## src/hw/rtl/nwsp_pkg.sv

```systemverilog
package nwsp_pkg;

   localparam int FIELD_CHARS = 5;

   localparam int BYTE_W   = 8;
   localparam int GAIN_W   = 17;
   localparam int DIR_W    = 28;
   localparam int SPD_W    = 27;
   localparam int POS_W    = 5;
   localparam int MANT_W   = 17;
   localparam int FRAC_W   = 2;
   localparam int FLAG_W   = 4;
   localparam int OPA_W    = 27;
   localparam int OPB_W    = 17;
   localparam int ADD_W    = 16;
   localparam int PROD_W   = OPA_W + OPB_W;

   localparam logic [GAIN_W-1:0] GAIN_RESET = GAIN_W'(33715);

   localparam logic [POS_W-1:0] POS_MAX    = POS_W'(20);
   localparam logic [POS_W-1:0] PREFIX_LEN = POS_W'(6);
   localparam logic [POS_W-1:0] DIR_START  = POS_W'(7);
   localparam logic [POS_W-1:0] SPD_START  = POS_W'(15);
   localparam logic [POS_W:0]   DIR_END    = (POS_W+1)'(7 + FIELD_CHARS);
   localparam logic [POS_W:0]   SPD_END    = (POS_W+1)'(15 + FIELD_CHARS);

   localparam logic [MANT_W-1:0] MANT_MAX  = MANT_W'(131071);
   localparam logic [OPA_W-1:0]  MILLI_MAX = OPA_W'(99999000);
   localparam logic [DIR_W-1:0]  SPD_POS_MAX = DIR_W'(67108863);
   localparam logic [DIR_W-1:0]  SPD_NEG_MAX = DIR_W'(67108864);
   localparam logic [FRAC_W-1:0] FRAC_MAX  = FRAC_W'(3);

   localparam logic [BYTE_W-1:0] CHAR_NL    = 8'h0A;
   localparam logic [BYTE_W-1:0] CHAR_TAB   = 8'h09;
   localparam logic [BYTE_W-1:0] CHAR_VT    = 8'h0B;
   localparam logic [BYTE_W-1:0] CHAR_FF    = 8'h0C;
   localparam logic [BYTE_W-1:0] CHAR_CR    = 8'h0D;
   localparam logic [BYTE_W-1:0] CHAR_SPACE = 8'h20;
   localparam logic [BYTE_W-1:0] CHAR_PLUS  = 8'h2B;
   localparam logic [BYTE_W-1:0] CHAR_MINUS = 8'h2D;
   localparam logic [BYTE_W-1:0] CHAR_POINT = 8'h2E;
   localparam logic [BYTE_W-1:0] CHAR_ZERO  = 8'h30;
   localparam logic [BYTE_W-1:0] CHAR_NINE  = 8'h39;

   localparam int FL_STARTED = 0;
   localparam int FL_NEG     = 1;
   localparam int FL_POINT   = 2;
   localparam int FL_STOP    = 3;

   typedef struct packed {
      logic [MANT_W-1:0] digits;
      logic [FRAC_W-1:0] frac;
      logic [FLAG_W-1:0] flags;
   } field_type;

   typedef struct packed {
      logic [FLAG_W-1:0] flags;
      logic              push;
      logic              frac_inc;
   } step_type;

   typedef struct packed {
      logic [OPA_W-1:0] op_a;
      logic [OPB_W-1:0] op_b;
      logic [ADD_W-1:0] op_add;
   } mul_req_type;

   function automatic logic [BYTE_W-1:0] head_char(input logic [POS_W-1:0] pos);
      logic [BYTE_W-1:0] c;
      unique case (pos)
         POS_W'(0): c = 8'h24;
         POS_W'(1): c = 8'h49;
         POS_W'(2): c = 8'h49;
         POS_W'(3): c = 8'h4D;
         POS_W'(4): c = 8'h57;
         POS_W'(5): c = 8'h56;
         default:   c = 8'h00;
      endcase
      return c;
   endfunction

   function automatic logic [OPB_W-1:0] pow10_scale(input logic [FRAC_W-1:0] frac);
      logic [OPB_W-1:0] s;
      unique case (frac)
         FRAC_W'(0): s = OPB_W'(1000);
         FRAC_W'(1): s = OPB_W'(100);
         FRAC_W'(2): s = OPB_W'(10);
         default:    s = OPB_W'(1);
      endcase
      return s;
   endfunction

   // Decides what one character does to a number field, in the manner of atof.
   function automatic step_type parse_step(input field_type f, input logic [BYTE_W-1:0] c);
      step_type s;
      logic     is_ws;
      logic     is_digit;
      s.flags    = f.flags;
      s.push     = 1'b0;
      s.frac_inc = 1'b0;
      is_ws = (c == CHAR_SPACE) || (c == CHAR_TAB) || (c == CHAR_CR) ||
              (c == CHAR_VT) || (c == CHAR_FF);
      is_digit = (c >= CHAR_ZERO) && (c <= CHAR_NINE);
      priority if (f.flags[FL_STOP]) begin
         s.flags = f.flags;
      end else if (!f.flags[FL_STARTED] && is_ws) begin
         s.flags = f.flags;
      end else if (!f.flags[FL_STARTED] && (c == CHAR_PLUS || c == CHAR_MINUS)) begin
         s.flags[FL_STARTED] = 1'b1;
         if (c == CHAR_MINUS) begin
            s.flags[FL_NEG] = 1'b1;
         end
      end else if (is_digit) begin
         s.flags[FL_STARTED] = 1'b1;
         if (!f.flags[FL_POINT]) begin
            s.push = 1'b1;
         end else if (f.frac != FRAC_MAX) begin
            s.push     = 1'b1;
            s.frac_inc = 1'b1;
         end
      end else if (c == CHAR_POINT && !f.flags[FL_POINT]) begin
         s.flags[FL_STARTED] = 1'b1;
         s.flags[FL_POINT]   = 1'b1;
      end else begin
         s.flags[FL_STOP] = 1'b1;
      end
      return s;
   endfunction

endpackage

```

## src/hw/rtl/nwsp_req_if.sv

```systemverilog
interface nwsp_req_if;
   import nwsp_pkg::*;

   logic              valid;
   logic              ready;
   logic [BYTE_W-1:0] rx_byte;

   modport source (output valid, output rx_byte, input ready);
   modport sink (input valid, input rx_byte, output ready);
endinterface

```

## src/hw/rtl/nwsp_rsp_if.sv

```systemverilog
interface nwsp_rsp_if;
   import nwsp_pkg::*;

   logic                    valid;
   logic                    ready;
   logic signed [DIR_W-1:0] wind_direction_milli;
   logic signed [SPD_W-1:0] wind_speed_mm_s;

   modport source (output valid, output wind_direction_milli, output wind_speed_mm_s,
                   input ready);
   modport sink (input valid, input wind_direction_milli, input wind_speed_mm_s,
                 output ready);
endinterface

```

## src/hw/rtl/nwsp_mul_unit.sv

```systemverilog
module nwsp_mul_unit (
   input  logic                          clock,
   input  nwsp_pkg::mul_req_type         mul_req,
   output logic [nwsp_pkg::PROD_W-1:0]   product_ff
);
   import nwsp_pkg::*;

   logic [PROD_W-1:0] product_in;

   // Multiply-add shared by digit accumulation, decimal scaling and the gain.
   assign product_in = (PROD_W'(mul_req.op_a) * PROD_W'(mul_req.op_b)) +
                       PROD_W'(mul_req.op_add);

   always_ff @(posedge clock) begin
      product_ff <= product_in;
   end

endmodule

```

## src/hw/rtl/nmea_wind_sentence_parser_top.sv

```systemverilog
// MWV wind sentence parser.
// req_chan carries one received UART character per transaction (rx_byte).
// rsp_chan carries one result per newline that ends a line starting with
// $IIMWV: the direction in thousandths of a degree and the speed in mm/s.
// csr_we/csr_wdata load the unsigned Q16 knots-to-m/s gain at any edge.
// An ordinary character passes through ST_IDLE, where it is taken, ST_CHAR, in
// which the shared multiply-add unit forms digits*10+digit, and the write-back
// state ST_CHAR_WB. A newline that produces a result goes through ST_DIR_SCALE,
// ST_SPD_SCALE, ST_SPD_SAT, ST_GAIN and ST_FINISH before rsp_chan.valid rises:
// the same unit scales direction and speed to thousandths, then applies the
// gain, one multiply per cycle with a saturation step between. A newline with no
// result is handled in ST_IDLE. req_chan.ready is high only while the sequencer is idle.
// The result sits in an output register; further characters are taken while
// it waits, and only the next result-producing newline stalls until the
// receiver takes the pending one.
// Reset is synchronous: it clears the line state, drops rsp_chan.valid and
// restores the gain to its default of 33715.
module nmea_wind_sentence_parser_top (
   input  logic                          clock,
   input  logic                          reset,
   nwsp_req_if.sink                      req_chan,
   nwsp_rsp_if.source                    rsp_chan,
   input  logic                          csr_we,
   input  logic [nwsp_pkg::GAIN_W-1:0]   csr_wdata
);
   import nwsp_pkg::*;

   localparam logic [2:0] ST_IDLE      = 3'd0;
   localparam logic [2:0] ST_CHAR      = 3'd1;
   localparam logic [2:0] ST_CHAR_WB   = 3'd2;
   localparam logic [2:0] ST_DIR_SCALE = 3'd3;
   localparam logic [2:0] ST_SPD_SCALE = 3'd4;
   localparam logic [2:0] ST_SPD_SAT   = 3'd5;
   localparam logic [2:0] ST_GAIN      = 3'd6;
   localparam logic [2:0] ST_FINISH    = 3'd7;

   logic [2:0]              state_ff, state_in;
   logic [GAIN_W-1:0]       gain_ff, gain_in;
   logic [BYTE_W-1:0]       byte_ff, byte_in;
   logic [POS_W-1:0]        pos_ff, pos_in;
   logic                    prefix_ff, prefix_in;
   field_type               dir_ff, dir_in;
   field_type               spd_ff, spd_in;
   logic [DIR_W-1:0]        dir_out_ff, dir_out_in;
   logic [OPA_W-1:0]        spd_mag_ff, spd_mag_in;
   logic                    rsp_valid_ff, rsp_valid_in;
   logic [DIR_W-1:0]        rsp_dir_ff, rsp_dir_in;
   logic [SPD_W-1:0]        rsp_spd_ff, rsp_spd_in;

   mul_req_type             mul_req;
   logic [PROD_W-1:0]       product_ff;

   logic                    accept;
   logic                    in_dir, in_spd;
   field_type               act_field;
   step_type                step;
   field_type               upd_field;
   logic [OPA_W-1:0]        scaled_mag;
   logic [DIR_W-1:0]        gain_q;
   logic [DIR_W-1:0]        gain_sat;
   logic [BYTE_W-1:0]       digit_val;
   logic                    out_free;

   nwsp_mul_unit u_mul (
      .clock      (clock),
      .mul_req    (mul_req),
      .product_ff (product_ff)
   );

   assign req_chan.ready = (state_ff == ST_IDLE);
   assign accept = req_chan.valid && req_chan.ready;

   assign rsp_chan.valid                = rsp_valid_ff;
   assign rsp_chan.wind_direction_milli = rsp_dir_ff;
   assign rsp_chan.wind_speed_mm_s      = rsp_spd_ff;

   assign out_free = !rsp_valid_ff || rsp_chan.ready;

   assign in_dir = ({1'b0, pos_ff} >= {1'b0, DIR_START}) && ({1'b0, pos_ff} < DIR_END);
   assign in_spd = ({1'b0, pos_ff} >= {1'b0, SPD_START}) && ({1'b0, pos_ff} < SPD_END) &&
                   (pos_ff < POS_MAX);
   assign act_field = in_spd ? spd_ff : dir_ff;
   assign digit_val = byte_ff - CHAR_ZERO;
   assign step = parse_step(act_field, byte_ff);

   // Saturated magnitude of a decimal-scaled mantissa.
   assign scaled_mag = (product_ff > PROD_W'(MILLI_MAX)) ? MILLI_MAX : product_ff[OPA_W-1:0];

   // Product of the gain, already rounded toward minus infinity for negatives.
   assign gain_q = product_ff[PROD_W-1:PROD_W-DIR_W];
   always_comb begin
      if (spd_ff.flags[FL_NEG]) begin
         gain_sat = (gain_q > SPD_NEG_MAX) ? SPD_NEG_MAX : gain_q;
         gain_sat = DIR_W'(0) - gain_sat;
      end else begin
         gain_sat = (gain_q > SPD_POS_MAX) ? SPD_POS_MAX : gain_q;
      end
   end

   always_comb begin
      mul_req = '0;
      unique case (state_ff)
         ST_CHAR: begin
            mul_req.op_a   = OPA_W'(act_field.digits);
            mul_req.op_b   = OPB_W'(10);
            mul_req.op_add = ADD_W'(digit_val[3:0]);
         end
         ST_DIR_SCALE: begin
            mul_req.op_a = OPA_W'(dir_ff.digits);
            mul_req.op_b = pow10_scale(dir_ff.frac);
         end
         ST_SPD_SCALE: begin
            mul_req.op_a = OPA_W'(spd_ff.digits);
            mul_req.op_b = pow10_scale(spd_ff.frac);
         end
         ST_GAIN, ST_FINISH: begin
            mul_req.op_a   = spd_mag_ff;
            mul_req.op_b   = gain_ff;
            mul_req.op_add = spd_ff.flags[FL_NEG] ? {ADD_W{1'b1}} : ADD_W'(0);
         end
         default: begin
            mul_req = '0;
         end
      endcase
   end

   always_comb begin
      upd_field = act_field;
      upd_field.flags = step.flags;
      if (step.push) begin
         upd_field.digits = (product_ff > PROD_W'(MANT_MAX)) ? MANT_MAX :
                            product_ff[MANT_W-1:0];
      end
      if (step.frac_inc) begin
         upd_field.frac = act_field.frac + FRAC_W'(1);
      end
   end

   always_comb begin
      state_in     = state_ff;
      gain_in      = csr_we ? csr_wdata : gain_ff;
      byte_in      = byte_ff;
      pos_in       = pos_ff;
      prefix_in    = prefix_ff;
      dir_in       = dir_ff;
      spd_in       = spd_ff;
      dir_out_in   = dir_out_ff;
      spd_mag_in   = spd_mag_ff;
      rsp_valid_in = rsp_valid_ff && !rsp_chan.ready;
      rsp_dir_in   = rsp_dir_ff;
      rsp_spd_in   = rsp_spd_ff;

      unique case (state_ff)
         ST_IDLE: begin
            if (accept) begin
               byte_in = req_chan.rx_byte;
               if (req_chan.rx_byte != CHAR_NL) begin
                  state_in = ST_CHAR;
               end else if (prefix_ff && pos_ff >= PREFIX_LEN) begin
                  state_in = ST_DIR_SCALE;
               end else begin
                  pos_in    = '0;
                  prefix_in = 1'b1;
                  dir_in    = '0;
                  spd_in    = '0;
               end
            end
         end
         ST_CHAR: begin
            state_in = ST_CHAR_WB;
         end
         ST_CHAR_WB: begin
            if (pos_ff < PREFIX_LEN && byte_ff != head_char(pos_ff)) begin
               prefix_in = 1'b0;
            end
            if (pos_ff < POS_MAX) begin
               if (in_dir) begin
                  dir_in = upd_field;
               end
               if (in_spd) begin
                  spd_in = upd_field;
               end
               pos_in = pos_ff + POS_W'(1);
            end
            state_in = ST_IDLE;
         end
         ST_DIR_SCALE: begin
            state_in = ST_SPD_SCALE;
         end
         ST_SPD_SCALE: begin
            dir_out_in = dir_ff.flags[FL_NEG] ? (DIR_W'(0) - DIR_W'(scaled_mag)) :
                         DIR_W'(scaled_mag);
            state_in = ST_SPD_SAT;
         end
         ST_SPD_SAT: begin
            spd_mag_in = scaled_mag;
            state_in   = ST_GAIN;
         end
         ST_GAIN: begin
            state_in = ST_FINISH;
         end
         ST_FINISH: begin
            if (out_free) begin
               rsp_valid_in = 1'b1;
               rsp_dir_in   = dir_out_ff;
               rsp_spd_in   = gain_sat[SPD_W-1:0];
               pos_in       = '0;
               prefix_in    = 1'b1;
               dir_in       = '0;
               spd_in       = '0;
               state_in     = ST_IDLE;
            end
         end
         default: begin
            state_in = ST_IDLE;
         end
      endcase
   end

   always_ff @(posedge clock) begin
      if (reset) begin
         state_ff     <= ST_IDLE;
         gain_ff      <= GAIN_RESET;
         pos_ff       <= '0;
         prefix_ff    <= 1'b1;
         dir_ff       <= '0;
         spd_ff       <= '0;
         rsp_valid_ff <= 1'b0;
      end else begin
         state_ff     <= state_in;
         gain_ff      <= gain_in;
         pos_ff       <= pos_in;
         prefix_ff    <= prefix_in;
         dir_ff       <= dir_in;
         spd_ff       <= spd_in;
         rsp_valid_ff <= rsp_valid_in;
      end
   end

   always_ff @(posedge clock) begin
      byte_ff    <= byte_in;
      dir_out_ff <= dir_out_in;
      spd_mag_ff <= spd_mag_in;
      rsp_dir_ff <= rsp_dir_in;
      rsp_spd_ff <= rsp_spd_in;
   end

endmodule
```

## src/flat_wrapper.sv

```systemverilog
// flat-port wrapper written by rule: the top's interface ports become plain ports
module nmea_wind_sentence_parser_top_flat import nwsp_pkg::*;
  (clock, reset, csr_we, csr_wdata, req_chan_valid, req_chan_rx_byte, req_chan_ready, rsp_chan_valid, rsp_chan_wind_direction_milli, rsp_chan_wind_speed_mm_s, rsp_chan_ready);
  nwsp_req_if req_chan_i ();
  nwsp_rsp_if rsp_chan_i ();
  input  logic clock;
  input  logic reset;
  input  logic csr_we;
  input  logic [nwsp_pkg::GAIN_W-1:0] csr_wdata;
  input wire logic [$bits(req_chan_i.valid)-1:0] req_chan_valid;
  input wire logic [$bits(req_chan_i.rx_byte)-1:0] req_chan_rx_byte;
  output wire logic [$bits(req_chan_i.ready)-1:0] req_chan_ready;
  output wire logic [$bits(rsp_chan_i.valid)-1:0] rsp_chan_valid;
  output wire logic [$bits(rsp_chan_i.wind_direction_milli)-1:0] rsp_chan_wind_direction_milli;
  output wire logic [$bits(rsp_chan_i.wind_speed_mm_s)-1:0] rsp_chan_wind_speed_mm_s;
  input wire logic [$bits(rsp_chan_i.ready)-1:0] rsp_chan_ready;
  assign req_chan_i.valid = req_chan_valid;
  assign req_chan_i.rx_byte = req_chan_rx_byte;
  assign req_chan_ready = req_chan_i.ready;
  assign rsp_chan_valid = rsp_chan_i.valid;
  assign rsp_chan_wind_direction_milli = rsp_chan_i.wind_direction_milli;
  assign rsp_chan_wind_speed_mm_s = rsp_chan_i.wind_speed_mm_s;
  assign rsp_chan_i.ready = rsp_chan_ready;
  nmea_wind_sentence_parser_top u_core (.clock(clock), .reset(reset), .req_chan(req_chan_i), .rsp_chan(rsp_chan_i), .csr_we(csr_we), .csr_wdata(csr_wdata));
endmodule
```

## config.mk

```make
export PLATFORM = sky130hd
export DESIGN_NAME = nmea_wind_sentence_parser_top_flat
export DESIGN_NICKNAME = d
export VERILOG_FILES = /design/src/hw/rtl/nwsp_pkg.sv /design/src/hw/rtl/nwsp_req_if.sv /design/src/hw/rtl/nwsp_rsp_if.sv /design/src/hw/rtl/nwsp_mul_unit.sv /design/src/hw/rtl/nmea_wind_sentence_parser_top.sv /design/src/flat_wrapper.sv
export SDC_FILE = /design/constraint.sdc
export NUM_CORES = 2
export LEC_CHECK = 0
export ABC_AREA = 0
export BUFFER_PORTS_ARGS = -buffer_cell sky130_fd_sc_hd__clkbuf_2
export CAP_MARGIN = 20
export CELL_PAD_IN_SITES_DETAIL_PLACEMENT = 1
export CELL_PAD_IN_SITES_GLOBAL_PLACEMENT = 2
export CORE_MARGIN = 3
export CORE_UTILIZATION = 41
export CTS_CLUSTER_SIZE = 25
export DETAILED_ROUTE_END_ITERATION = 10
export GPL_TIMING_DRIVEN = 0
export MAX_ROUTING_LAYER = met4
export PLACE_DENSITY = 0.85
export SLEW_MARGIN = 20
export SYNTH_ARGS = -nofsm -noshare
export SYNTH_HDL_FRONTEND = slang
export SYNTH_SLANG_ARGS = --single-unit
```

## constraint.sdc

```tcl
create_clock -name clock -period 11.4 [get_ports clock]
set_clock_uncertainty 0.15 [all_clocks]
set_input_delay 2.28 -clock clock [delete_from_list [all_inputs] [get_ports clock]]
set_output_delay 2.28 -clock clock [all_outputs]
set_load 0.01 [all_outputs]
```

Word-level counts from Yosys, hierarchy flattened:

Cells that the tools add are included.

* bits in registers: 235
* word-level logic and storage cells: 172

* add/sub/neg operators: 6
* multipliers: 1
* $lt $le $gt $ge: 13
* eq/ne operators: 36
* multiplexer cells: 63
* reduce and logical (&&, ||, !) cells: 35

Operators with widths (count)
* 23-bit 2-to-1 mux: 9
* 44-bit case mux with 4 select lines: 1
* 23-bit case mux with 3 select lines: 2
* 27-bit 2-to-1 mux: 5
* 10-bit case mux with 3 select lines: 2
* 44-bit by 16-bit adder with 44-bit output: 1
* 44-bit by 17-bit greater-than comparator with 1-bit output, second input constant: 1
* 44-bit by 27-bit greater-than comparator with 1-bit output, second input constant: 1
* 27-bit by 17-bit multiplier with 44-bit output: 1
* 7-bit case mux with 5 select lines: 1
* 17-bit 2-to-1 mux: 2
* 8-bit by 4-bit equality test with 1-bit output, second input constant: 4
* 8-bit by 6-bit equality test with 1-bit output, second input constant: 4
* 16-bit case mux with 2 select lines: 1
* 28-bit by 26-bit greater-than comparator with 1-bit output, second input constant: 1
* 28-bit by 27-bit greater-than comparator with 1-bit output, second input constant: 1
* 1-bit by 27-bit subtractor with 28-bit output, first input constant: 1
* 1-bit by 27-bit subtractor with 27-bit output, first input constant: 1
* 5-bit 2-to-1 mux: 5
* 3-bit case mux with 8 select lines: 1
* 1-bit 2-to-1 mux: 16
* 16-bit 2-to-1 mux: 1
* 2-bit 2-to-1 mux: 8
* 5-bit case mux with 3 select lines: 1
* 39 further kinds: 83

Longest topological paths before layout:

* depth after elaboration: 15
* gate-level depth with buffers: 34
* gate-level depth less buffers: 31

Modules after synthesis:

From an unflattened synthesis, not the netlist that was laid out.

* cell total of the unflattened synthesis: 2879
* area total of the unflattened synthesis: 26588.0 sq um

Modules (own cells, without submodules)
* nwsp_mul_unit: times used 1, cells an instance 1819, area each 16290.6 sq um, sequential area each 880.8 sq um
* nmea_wind_sentence_parser_top: times used 1, cells an instance 1060, area each 10297.4 sq um, sequential area each 5004.8 sq um

Worst setup path before layout:

Ideal clock, no wire load.

* path type: reg-to-reg
* from: reg u_core.pos_ff[0]
* to: reg u_core.u_mul.product_ff[35] (netlist name)
* setup time: 122 ps
* data arrival time: 8418 ps
* required time: 11128 ps
* path slack: 2710 ps
* cell stages (with the launch flop): 33
* clock period less this slack: 8690 ps
* cell sequence: dfxtp_1 ha_1 and3_1 ha_1 a41o_1 o21ai_2 clkbuf_1 buf_1 mux2_2 nand2_1 and2_1 clkbuf_1 nor2_1 fa_1 inv_1 fa_1 fa_1 inv_1 fa_1 fa_1 inv_1 fa_1 inv_1 ha_1 nand3_1 nor4_1 nand3_1 o221a_2 a21boi_0 o21ai_0 a21boi_0 nor4_1 a311o_1

* cells in the longest elaborated chain, start to end: 7

Ends and longest elaborated chain
* from (decl): RTL line nmea_wind_sentence_parser_top.sv:40 `logic [POS_W-1:0] pos_ff, pos_in;`
* from (signal assigned): RTL line nmea_wind_sentence_parser_top.sv:232 `pos_ff <= pos_in;`
* 5-bit by 4-bit >= comparator with 1-bit output or 5-bit less-than comparator (tied branches): RTL line nmea_wind_sentence_parser_top.sv:80, nmea_wind_sentence_parser_top.sv:81
* 1-bit logical AND: RTL line nmea_wind_sentence_parser_top.sv:80 `assign in_spd = ({1'b0, pos_ff} >= {1'b0, SPD_START}) && ({1'b0, pos_ff} < SPD_END) &&`
* 1-bit logical AND *: RTL line nmea_wind_sentence_parser_top.sv:80
* 23-bit 2-to-1 mux *: RTL line nmea_wind_sentence_parser_top.sv:82 `assign act_field = in_spd ? spd_ff : dir_ff;`
* 44-bit case mux with 4 select lines *: RTL line nmea_wind_sentence_parser_top.sv:102 `unique case (state_ff)`
* 27-bit by 17-bit multiplier with 44-bit output *: RTL line nwsp_mul_unit.sv:11 `assign product_in = (PROD_W'(mul_req.op_a) * PROD_W'(mul_req.op_b)) +`
* 44-bit by 16-bit adder with 44-bit output *: RTL line nwsp_mul_unit.sv:11
* named net u_core.u_mul.product_in[35]: RTL line nwsp_mul_unit.sv:8 `logic [PROD_W-1:0] product_in;`
* to (signal assigned): RTL line nwsp_mul_unit.sv:15 `product_ff <= product_in;`
* to (decl): RTL line nwsp_mul_unit.sv:4 `output logic [nwsp_pkg::PROD_W-1:0] product_ff`

The timed path passes the listed nets; every way through them passes the cells marked *.
A chain may end at the register's enable or synchronous reset.

Worst setup path in the final report:

* from: reg u_core.pos_ff[1]
* to: reg u_core.u_mul.product_ff[42] (netlist name)

The elaborated chain is that of the path after synthesis.

==> flow_metrics.env <==
export IMPL_status="finished clean"
export IMPL_cts_tree="yes"
export IMPL_syn_nets=3413
export IMPL_firstDrtPassIters=7
export IMPL_die_w_um=257
export IMPL_worst_slack_ns=0.640
export IMPL_synth_area_leaders="fa_1 30%, edfxtp_1 14%, dfxtp_1 9.1%, inv_1 6.9%, ha_1 6.6%"
export IMPL_antenna_found_initial=3
export IMPL_hold_path_class="register to register"
export IMPL_critPathCaptureType="register"
export IMPL_layout_drive_gt1_share_pct=6.27
export IMPL_finalPower_uw=1980
export IMPL_grt_max_degree=32
export IMPL_synth_top_area_share_pct=30.3
export IMPL_avgSynthCellArea_um2=9.03
export IMPL_p_per_area_nw_per_um2=70.0
export IMPL_synth_seq_area_share_pct=22.8
export IMPL_ios=87
export IMPL_setup_violations=0
export IMPL_ys_flop_type="edfxtp_1"
export IMPL_grt_remaining_overflow=0
export IMPL_worstHoldStart="u_core.dir_out_ff[25]"
export IMPL_ys_seq_elements=235
export IMPL_wl_per_cell_um=24.6
export IMPL_clockRootBuffer="clkbuf_16"
export IMPL_path_clk_slew_ns=0.09
export IMPL_hold_depth=0
export IMPL_reg2reg_slack_ns=0.64
export IMPL_path_max_fanout=10
export IMPL_ir_drop_mv=0.0770
export IMPL_place_ws_ns=-0.0730
export IMPL_dp_hpwl_um=77500
export IMPL_yosysTopAreaCell="fa_1"
export IMPL_num_vias=21403
export IMPL_synthCells=2856
export IMPL_final_hold_viol_count=0
export IMPL_fp_coreArea_um2=61900
export IMPL_power_leakage_uw=0.0131
export IMPL_r2r_cells=32
export IMPL_synth_cell_type_count=76
export IMPL_clk_latency_ns=0.58
export IMPL_crit_family="adder cells"
export IMPL_cp_required_ns=11.74
export IMPL_track_usage_pct=29.6
export IMPL_vias_per_cell=5.58
export IMPL_cts_setup_buffers=0
export IMPL_postCtsHoldBufs=0
export IMPL_cp_arrival_ns=11.10
export IMPL_synth_warnings=0
export IMPL_crit_path_top_delay_cell="fa_1"
export IMPL_drtIter0Drc=1593
export IMPL_drc=0
export IMPL_final_max_slew_viol_count=0
export IMPL_netlist_area_um2=25800
export IMPL_start_kind="register"
export IMPL_ant_nets=0
export IMPL_synth_top_cells_by_count="477 x inv_1, 390 x fa_1, 362 x nand2_1"
export IMPL_htree_levels=1
export IMPL_crit_path_frequent_cell="fa_1"
export IMPL_rsz0062_at_grt="false"
export IMPL_crit_type="register to register"
export IMPL_cp_depth=32
export IMPL_worst_pin_slew_ns=1.10
export IMPL_grt_pass1_wl_um=144000
export IMPL_min_period_over_period_pct=94.4
export IMPL_die_h_um=257
export IMPL_grt_pass1_vias=23394
export IMPL_maxSlewHeadroom_pct=26.4
export IMPL_std_cell_rows=91
export IMPL_gp_congestion=1.04
export IMPL_dieArea_um2=65900
export IMPL_synthArstFlopShare_pct=0
export IMPL_start_util_pct=41.6
export IMPL_clk_path_buf_depth=3
export IMPL_startpoint="u_core.pos_ff[1]"
export IMPL_hold_end="u_core.rsp_chan.wind_direction_milli[25]"
export IMPL_r2r_end="u_core.u_mul.product_ff[42]"
export IMPL_yosysMostFrequentCell="inv_1"
export IMPL_timing_fmax_mhz=92.9
export IMPL_area_delta_synth_final_pct=9.60
export IMPL_io_buffer_count=86
export IMPL_wl_um=94400
export IMPL_post_route_min_period_ns=10.76
export IMPL_worst_path_buf_inv=7
export IMPL_cts_buffers=26
export IMPL_r2r_start="u_core.pos_ff[1]"
export IMPL_fin_nets=3536
export IMPL_cts_sinks=235
export IMPL_max_cap_viol_count=0
export IMPL_synth_edf_count=118
export IMPL_critPathMaxStageDelay_ns=0.66
cell families after synthesis:
| family | share of synthesized area (%) |
|---|---|
| mux | 1.73 |
| compound gates | 10.2 |
| simple gates | 17.1 |
| buf+inv | 9.29 |
| xor+xnor | 1.94 |
| flops | 22.8 |
| fa+ha+maj | 36.9 |
stage by stage:
step	utilization, %	cells	hold slack, ns	instance area (um2)	setup TNS (ns)
2_1_floorplan	-	2856	0.250	25800	0
3_3_place_gp	44.0	3779	0.251	27300	0
3_5_place_dp	44.2	3788	0.256	27400	-0.0730
4_1_cts	45.6	3836	0.253	28300	0
5_1_grt	45.6	3837	0.250	28300	0
6_report	45.6	3837	0.234	28300	0
registers in the layout, indices dropped and copies added (netlist names):
register,flops
u_core.rsp_chan.wind_direction_milli,28
u_core.prefix_ff,1
u_core.pos_ff,5
u_core.gain_ff,17
u_core.rsp_chan.wind_speed_mm_s,27
u_core.u_mul.product_ff,44
u_core.spd_mag_ff,27
u_core.spd_ff,23
u_core.state_ff,3
u_core.dir_out_ff,28
u_core.byte_ff,8
u_core.rsp_chan.valid,1
u_core.dir_ff,23
worst max path at each step:
stage	endpoint	slack, ns
global placement	u_core.u_mul.product_ff[42]	0.06
detailed placement	u_core.u_mul.product_ff[42]	-0.07
floorplan	u_core.u_mul.product_ff[35]	2.71
finish	u_core.u_mul.product_ff[42]	0.64
CTS	u_core.u_mul.product_ff[42]	0.17
global route	u_core.u_mul.product_ff[42]	0.17
per-layer routing:
metal | GRT usage [%] | vias up | part of all wire, %
met2 | 46.2 | 756 | 45
li1 | - | 9395 | -
met4 | 9.35 | 0 | 3.5
met5 | - | - | 0
met3 | 4.99 | 159 | 7.1
met1 | 39.7 | 11093 | 44
layout by cell type, fill, tap and decap left out, drive strengths merged, types with 13 or more instances in the layout:
master  count
o21a       13
and3       20
xnor2      44
inv       478
nor2      286
xor2       13
a22oi      21
ha        137
nor3       33
nand2b     53
o22ai      26
o21ai      80
a21oi     103
nor4       15
nand3      37
nand2     362
buf        28
a22o       22
mux2       20
mux2i      22
a21o       20
dfxtp     117
nor2b      17
and2       68
nand3b     22
fa        390
edfxtp    118
clkbuf    257
o221ai     17
power by group:
part | switching [uW] | internal (uW)
registers | 14.8 | 898
clock network | 372 | 473
logic | 159 | 62.7
what timing repair did:
item | 4_1_cts | 5_1_grt
gates resized for setup | 1 | 2
cloned | 0 | 0
endpoints found under the setup margin | 1 | 4
final cells by class:
class | count | area, um2
Antenna cell | 1 | 2.50
Fill cell | 7324 | 33700
Multi-Input combinational cell | 1986 | 17500
Inverter | 477 | 1790
Buffer | 157 | 603
Tap cell | 837 | 1050
Clock inverter | 16 | 136
Clock buffer | 32 | 716
Sequential cell | 235 | 5890
Timing Repair Buffer | 96 | 533
(Power assumes the default switching activity.)
